**src/rtl/lti_pkg.sv**
```systemverilog
// shared types, constants and codes for the linear table interpolator
// no dependencies; every other file in rtl/ except lti_ram.sv imports this package

package lti_pkg;

  // table geometry
  localparam int TABLE_DEPTH = 64;
  localparam int IDX_W       = $clog2(TABLE_DEPTH);

  // queue between front and back
  localparam int QUEUE_DEPTH = 2;
  localparam int QPTR_W      = (QUEUE_DEPTH > 1) ? $clog2(QUEUE_DEPTH) : 1;
  localparam int QCNT_W      = $clog2(QUEUE_DEPTH + 1);

  // serial divider: quotient fits 32 bits, one bit per cycle
  localparam int DIV_STEPS = 32;
  localparam int DCNT_W    = $clog2(DIV_STEPS);

  // register map
  localparam int CFG_ADDR_W = 3;
  localparam logic [0:0] REG_POINT_COUNT = 1'b0;

  // opcodes
  localparam logic OP_LOAD  = 1'b0;
  localparam logic OP_QUERY = 1'b1;

  // result regions
  localparam logic [1:0] REGION_FIRST    = 2'd0;
  localparam logic [1:0] REGION_INTERIOR = 2'd1;
  localparam logic [1:0] REGION_ABOVE    = 2'd2;
  localparam logic [1:0] REGION_NONE     = 2'd3;

  // input transaction payload
  typedef struct packed {
    logic               opcode;
    logic [5:0]         entry_index;
    logic [31:0]        breakpoint;
    logic signed [31:0] entry_value;
    logic [31:0]        query_position;
  } in_item_t;

  // result transaction payload
  typedef struct packed {
    logic signed [31:0] result_value;
    logic [1:0]         region;
  } out_item_t;

  // classification made by the front
  typedef enum logic [1:0] {
    KIND_LOAD,
    KIND_DROP,
    KIND_QUERY
  } kind_t;

  typedef struct packed {
    kind_t              kind;
    logic [IDX_W-1:0]   addr;
    logic [31:0]        pos;
    logic signed [31:0] value;
  } q_entry_t;

  // head of the queue as seen by the back
  typedef struct packed {
    logic     valid;
    q_entry_t entry;
  } q_head_t;

  // divider request and response
  typedef struct packed {
    logic        start;
    logic [63:0] dividend;
    logic [31:0] divisor;
  } div_req_t;

  typedef struct packed {
    logic        done;
    logic [31:0] quotient;
  } div_rsp_t;

endpackage

```
**src/rtl/lti_front.sv**
```systemverilog
// front end: accepts input transactions, classifies them and queues them
// depends on lti_pkg

module lti_front (
  input  logic              clk,
  input  logic              rst_n,
  input  logic              in_valid,
  output logic              in_stall,
  input  lti_pkg::in_item_t in_data,
  output lti_pkg::q_head_t  head,
  input  logic              pop
);

  import lti_pkg::*;

  q_entry_t          slot_r [QUEUE_DEPTH];
  logic [QPTR_W-1:0] wr_ptr_r, wr_ptr_nxt;
  logic [QPTR_W-1:0] rd_ptr_r, rd_ptr_nxt;
  logic [QCNT_W-1:0] count_r, count_nxt;
  logic              push;
  logic              do_pop;
  q_entry_t          cls;

  // classify the incoming transaction
  always_comb begin
    cls.addr  = IDX_W'(in_data.entry_index);
    cls.value = in_data.entry_value;
    if (in_data.opcode == OP_QUERY) begin
      cls.kind = KIND_QUERY;
      cls.pos  = in_data.query_position;
    end else begin
      cls.pos  = in_data.breakpoint;
      if (32'(in_data.entry_index) < 32'(TABLE_DEPTH)) begin
        cls.kind = KIND_LOAD;
      end else begin
        cls.kind = KIND_DROP;
      end
    end
  end

  assign in_stall = (count_r == QCNT_W'(QUEUE_DEPTH));
  assign push     = in_valid && !in_stall;
  assign do_pop   = pop && (count_r != '0);

  assign head.valid = (count_r != '0);
  assign head.entry = slot_r[rd_ptr_r];

  // pointer and count update
  always_comb begin
    wr_ptr_nxt = wr_ptr_r;
    rd_ptr_nxt = rd_ptr_r;
    if (push) begin
      wr_ptr_nxt = (wr_ptr_r == QPTR_W'(QUEUE_DEPTH - 1)) ? '0 : wr_ptr_r + 1'b1;
    end
    if (do_pop) begin
      rd_ptr_nxt = (rd_ptr_r == QPTR_W'(QUEUE_DEPTH - 1)) ? '0 : rd_ptr_r + 1'b1;
    end
    count_nxt = count_r;
    if (push && !do_pop) begin
      count_nxt = count_r + 1'b1;
    end else if (do_pop && !push) begin
      count_nxt = count_r - 1'b1;
    end
  end

  // queue control
  always_ff @(posedge clk) begin
    if (!rst_n) begin
      wr_ptr_r <= '0;
      rd_ptr_r <= '0;
      count_r  <= '0;
    end else begin
      wr_ptr_r <= wr_ptr_nxt;
      rd_ptr_r <= rd_ptr_nxt;
      count_r  <= count_nxt;
    end
  end

  // queue storage
  always_ff @(posedge clk) begin
    if (push) begin
      slot_r[wr_ptr_r] <= cls;
    end
  end

endmodule

```
**config.mk**
```make
export PLATFORM = sky130hd
export DESIGN_NAME = lti_front
export DESIGN_NICKNAME = d
export VERILOG_FILES = /design/src/rtl/lti_pkg.sv /design/src/rtl/lti_front.sv
export SDC_FILE = /design/constraint.sdc
export NUM_CORES = 1
export LEC_CHECK = 0
export BUFFER_PORTS_ARGS = -buffer_cell sky130_fd_sc_hd__buf_2
export CAP_MARGIN = 20
export CORE_MARGIN = 2
export CORE_UTILIZATION = 55
export CTS_BUF_LIST = sky130_fd_sc_hd__clkbuf_16
export DETAILED_ROUTE_END_ITERATION = 8
export PLACE_DENSITY = 0.85
export SLEW_MARGIN = 20
export SYNTH_ARGS = -nofsm -noshare
export SYNTH_HDL_FRONTEND = slang
export SYNTH_SLANG_ARGS = --single-unit
```
**constraint.sdc**
```tcl
create_clock -name clk -period 10.8 [get_ports clk]
set_input_delay 1.08 -clock clk [delete_from_list [all_inputs] [get_ports clk]]
set_output_delay 1.08 -clock clk [all_outputs]
set_load 0.02 [all_outputs]
```
=== After elaboration in Yosys (flattened, before gate mapping) ===
Memory sizes are Yosys's and may differ from the RTL's. A register that Yosys moved wholly into a read port is not among the register bits.
Index checks and enable logic that the tools add are counted.

* Output and inout port bits: 74
* Memories kept: 1
* Bits in registers: 4
* Memory bits (writable): 144

* Equality and inequality tests: 1
* Reductions and logical operators: 9
* Mux-type cells: 10
* $add $sub $neg: 4

{| class="wikitable"
|+ Memories
! memory !! depth !! width !! read ports !! clocked after Yosys merged registers in !! write ports !! line !! source
|-
| slot_r || 2 || 72 || 1 || 1 || 1 || lti_front.sv:16 || <nowiki>q_entry_t slot_r [QUEUE_DEPTH];</nowiki>
|}

{| class="wikitable"
|+ Operators with widths
! kind !! number
|-
| $mux W32 || 1
|-
| $mux W1 || 6
|-
| $mux W2 || 3
|-
| $logic_and A1 B1 Y1 || 4
|-
| $reduce_bool A2 Y1 || 2
|-
| $logic_not A1 Y1 || 3
|-
| $add A1 B1 Y1 const B || 2
|-
| $add A2 B1 Y2 const B || 1
|-
| $eq A2 B2 Y1 const B || 1
|-
| $sub A2 B1 Y2 const B || 1
|}

=== Depth between registers and ports, before layout ===
* Depth in word-level cells: 7
* Mapped depth: 7
* Mapped depth without buffers: 7

=== Worst setup path after synthesis ===
No wires, ideal clock.

* Path kind: in2reg
* Start point: input in_valid
* End point: memory slot_r[0][0] (netlist name) (enable)
* Cell stages on the path: 2
* Path buffers: 0
* Arrival: 3.933 ns
* Slack: 6.378 ns
* Cells stage by stage: inv_1 -> nor3_2

* Word-level cells in the longest chain between the ends: 3

{| class="wikitable"
|+ Ends and longest elaborated chain
! item !! line !! source
|-
| from (decl) || lti_front.sv:7 || <nowiki>input logic in_valid,</nowiki>
|-
| $logic_and A1 B1 Y1 || lti_front.sv:42 || <nowiki>assign push = in_valid && !in_stall;</nowiki>
|-
| $mux W1 || lti_front.sv:81 || <nowiki>if (push) begin</nowiki>
|-
| $mux W1 (not written as such) || lti_front.sv:82 || <nowiki>slot_r[wr_ptr_r] <= cls;</nowiki>
|-
| to (decl) || lti_front.sv:16 ||
|}

No other way between the ends.

==> metrics.csv <==
metric,value,unit
run status,completed,
drt pass-1 iters,4,
asr flop ratio synth,0,%
Fin. Hold Viols,0,
RR Endpoint,slot_r[0][19]$_DFFE_PP_,
clk slew on worst S/H paths,0.06,ns
final antenna-violating net count,0,
"Cell Area, Synth",5750,sq um
proportion of layout cells with a drive suffix above 1,47.0,%
Pwr per Cell Area,234,nW/um^2
first-pass GRT wire length,15.5,mm
Fmax achieved,322,MHz
worst vdd ir,0.131,mV
worst hold slack,0.525,ns
Post-Synth Adder-Cell Area,0.218,%
Initial Util,56.2,%
post-synthesis compound-gate area fraction,0.566,%
WL final,10.2,mm
RSZ-0062 raised after global routing,no,
leading area contributor after synthesis,edfxtp_1,
post-route minimum period,3.11,ns
largest cells by area after synthesis,"edfxtp_1 74%, mux2_1 18%, mux2_2 2.5%",
# DRC,0,
clock sink total,147,
Setup Crit Path Kind,register to primary output,
CTS Hold Buffers Added,0,
most common cell in the netlist,edfxtp_1,
1st-iter DRT viols,127,
Reg2Reg Launch Point,count_r[0]$_SDFFE_PN0P_,
Core ar.,10200,sq um
Tot GR Track Use,18.4,%
Slew Limit Fails,0,
depth of the most critical reg-to-reg path,4,
CP startpoint kind,register,
site row count,37,
Max Cap Viol,0,
Arrival @ worst endpoint,2.03,ns
Internal Power,0.00120,W
n_diodes,0,
main flop type after synthesis,edfxtp_1,
via count,3158,
top cell type's share of synthesized area,74.2,%
combinational cell fraction of total power,23.8,%
Die Wd,106,um
die area,11300,sq um
Sw Ratio,30.0,%
Area Overhead vs Synth,26.9,%
crit path capture,head[51],
WL/cell,16.5,um
"Clk Latency, worst-skew pair",0.40,ns
I/O pins,181,
CTS buffer count,17,
clk_skew,0.00821,ns
pin count of the biggest net entering global routing,72,
Port Buf Inserts,179,
placer congestion estimate,0.680,
worst hold start,count_r[1]$_SDFFE_PN0P_,
top sig layer,met4,
fin crit share,28.8,%
met2 routed WL,5.23,mm
register area share after synthesis,75.9,%
Die Y,106,um
Post-Synthesis Cells,284,
Tot Pwr,0.00171,W
CP required,9.72,ns
Final Setup Violations,0,
CTS resizes,0,
Hold WC Path Type,register to register,
Clk pwr share,30.7,%
Synth Register Bits,147,
number of flops mapped to enable cells by yosys,142,
syn avg cell area,20.2,sq um
worst-margin pin slew,0.984,ns
TritonCTS clock tree,built,
htree depth,4,
FF-to-FF setup slack,8.23,ns
Synth Area in Simple Gates,1.00,%
CTS Buffer Depth,2,
mux cell area share after synthesis,20.2,%
crit-path max FO,71,
M1 WL,4.13,mm
met3 WL,767,um
Pleak,2.81,nW
Sequential Power Share,45.5,%
total gr overflow,0,
XOR/XNOR Fraction of Synth Area,0.457,%
synth cell count leaders,"142 x edfxtp_1, 90 x mux2_1, 13 x mux2_2, 8 x buf_4",
Post-CTS Setup Inserts,0,
CP endpoint kind,primary output,
"Distinct cells, synth",24,
Psw,0.000514,W
Util after Layout,71.3,%
Layout Nets,578,
vias in the first global route,3287,
hpwl dp,6.61,mm
sum of negative setup slack,0,ns
placed cell count,587,
clk root buf,clkbuf_16,
routed vias/inst,5.10,
Layout Cells excl Fill,619,
combinational family with the most area after synthesis,multiplexers,
Syn Nets,392,
yosys warns,0,
max_slew headroom,34.4,%
antenna violations before repair,0,
worst min-delay path by stage:
stage,end,depth (start not counted)
after floorplan,count_r[1]$_SDFFE_PN0P_,2
after global placement,count_r[1]$_SDFFE_PN0P_,2
after detailed placement,count_r[1]$_SDFFE_PN0P_,2
after CTS,count_r[1]$_SDFFE_PN0P_,2
after global routing,count_r[1]$_SDFFE_PN0P_,2
final,count_r[1]$_SDFFE_PN0P_,2
state kept, by name (all words and copies together), names as in the netlist, named ones only:
name      count
slot_r      142
count_r       2
wr_ptr_r      1
rd_ptr_r      1
area by class of cell:
| cell class | count | area (sq um) |
|---|---|---|
| sequential | 147 | 4370 |
| fill | 662 | 2930 |
| multi-input combinational | 122 | 1300 |
| timing repair buffer | 180 | 903 |
| clock buffer | 17 | 425 |
| tap | 136 | 170 |
| clock inverter | 15 | 119 |
| inverter | 2 | 7.51 |
placed cells by master, fill, tap and decap left out, types with 2 or more instances in the layout:
cell type and count:
mux2_2 13, and2_1 3, edfxtp_1 142, mux2_1 90
dfxtp_1 4, xnor2_1 2, buf_2 179, clkbuf_16 17
clkinv_2 3, inv_1 3, clkinvlp_4 6
power groups by stage:
stage | Clock, W | Combinational [W] | Sequential (W)
final | 0.000526 | 0.000407 | 0.000778
after global routing | 0.000564 | 0.000436 | 0.000789
after CTS | 0.000535 | 0.000413 | 0.000780
after detailed placement | 0 | 0.000410 | 0.000791
after global placement | 0 | 0.000402 | 0.000785
after floorplan | 0 | 0.000312 | 0.000750
cells by family (layout without fill, tap and decap cells):
kind of cell / count (synthesis) / after routing
flops: 147 / 147
mux: 103 / 103
buf+inv: 15 / 214
simple gates: 9 / 9
compound gates: 5 / 5
xor+xnor: 3 / 3
fa+ha+maj: 1 / 1
other cells: 1 / 1
through the flow:
step	area [sq um]	setup slack, ns
2_1_floorplan	5750	6.38
3_3_place_gp	6750	7.69
3_5_place_dp	6750	7.61
4_1_cts	7300	7.67
5_1_grt	7300	7.59
6_report	7300	7.69
routing by layer:
layer	vias to the layer above	track usage, %
li1	1483	-
met1	1524	21.4
met2	139	32.2
met3	12	5.82
met4	0	6.39
met5	-	0
worst max-delay path, cell delays in order, from the launching register on:
cell and delay, ns:
dfxtp_4 0.95, mux2_1 0.42, buf_2 0.17
Note: power is estimated with default switching activity, not from simulation.
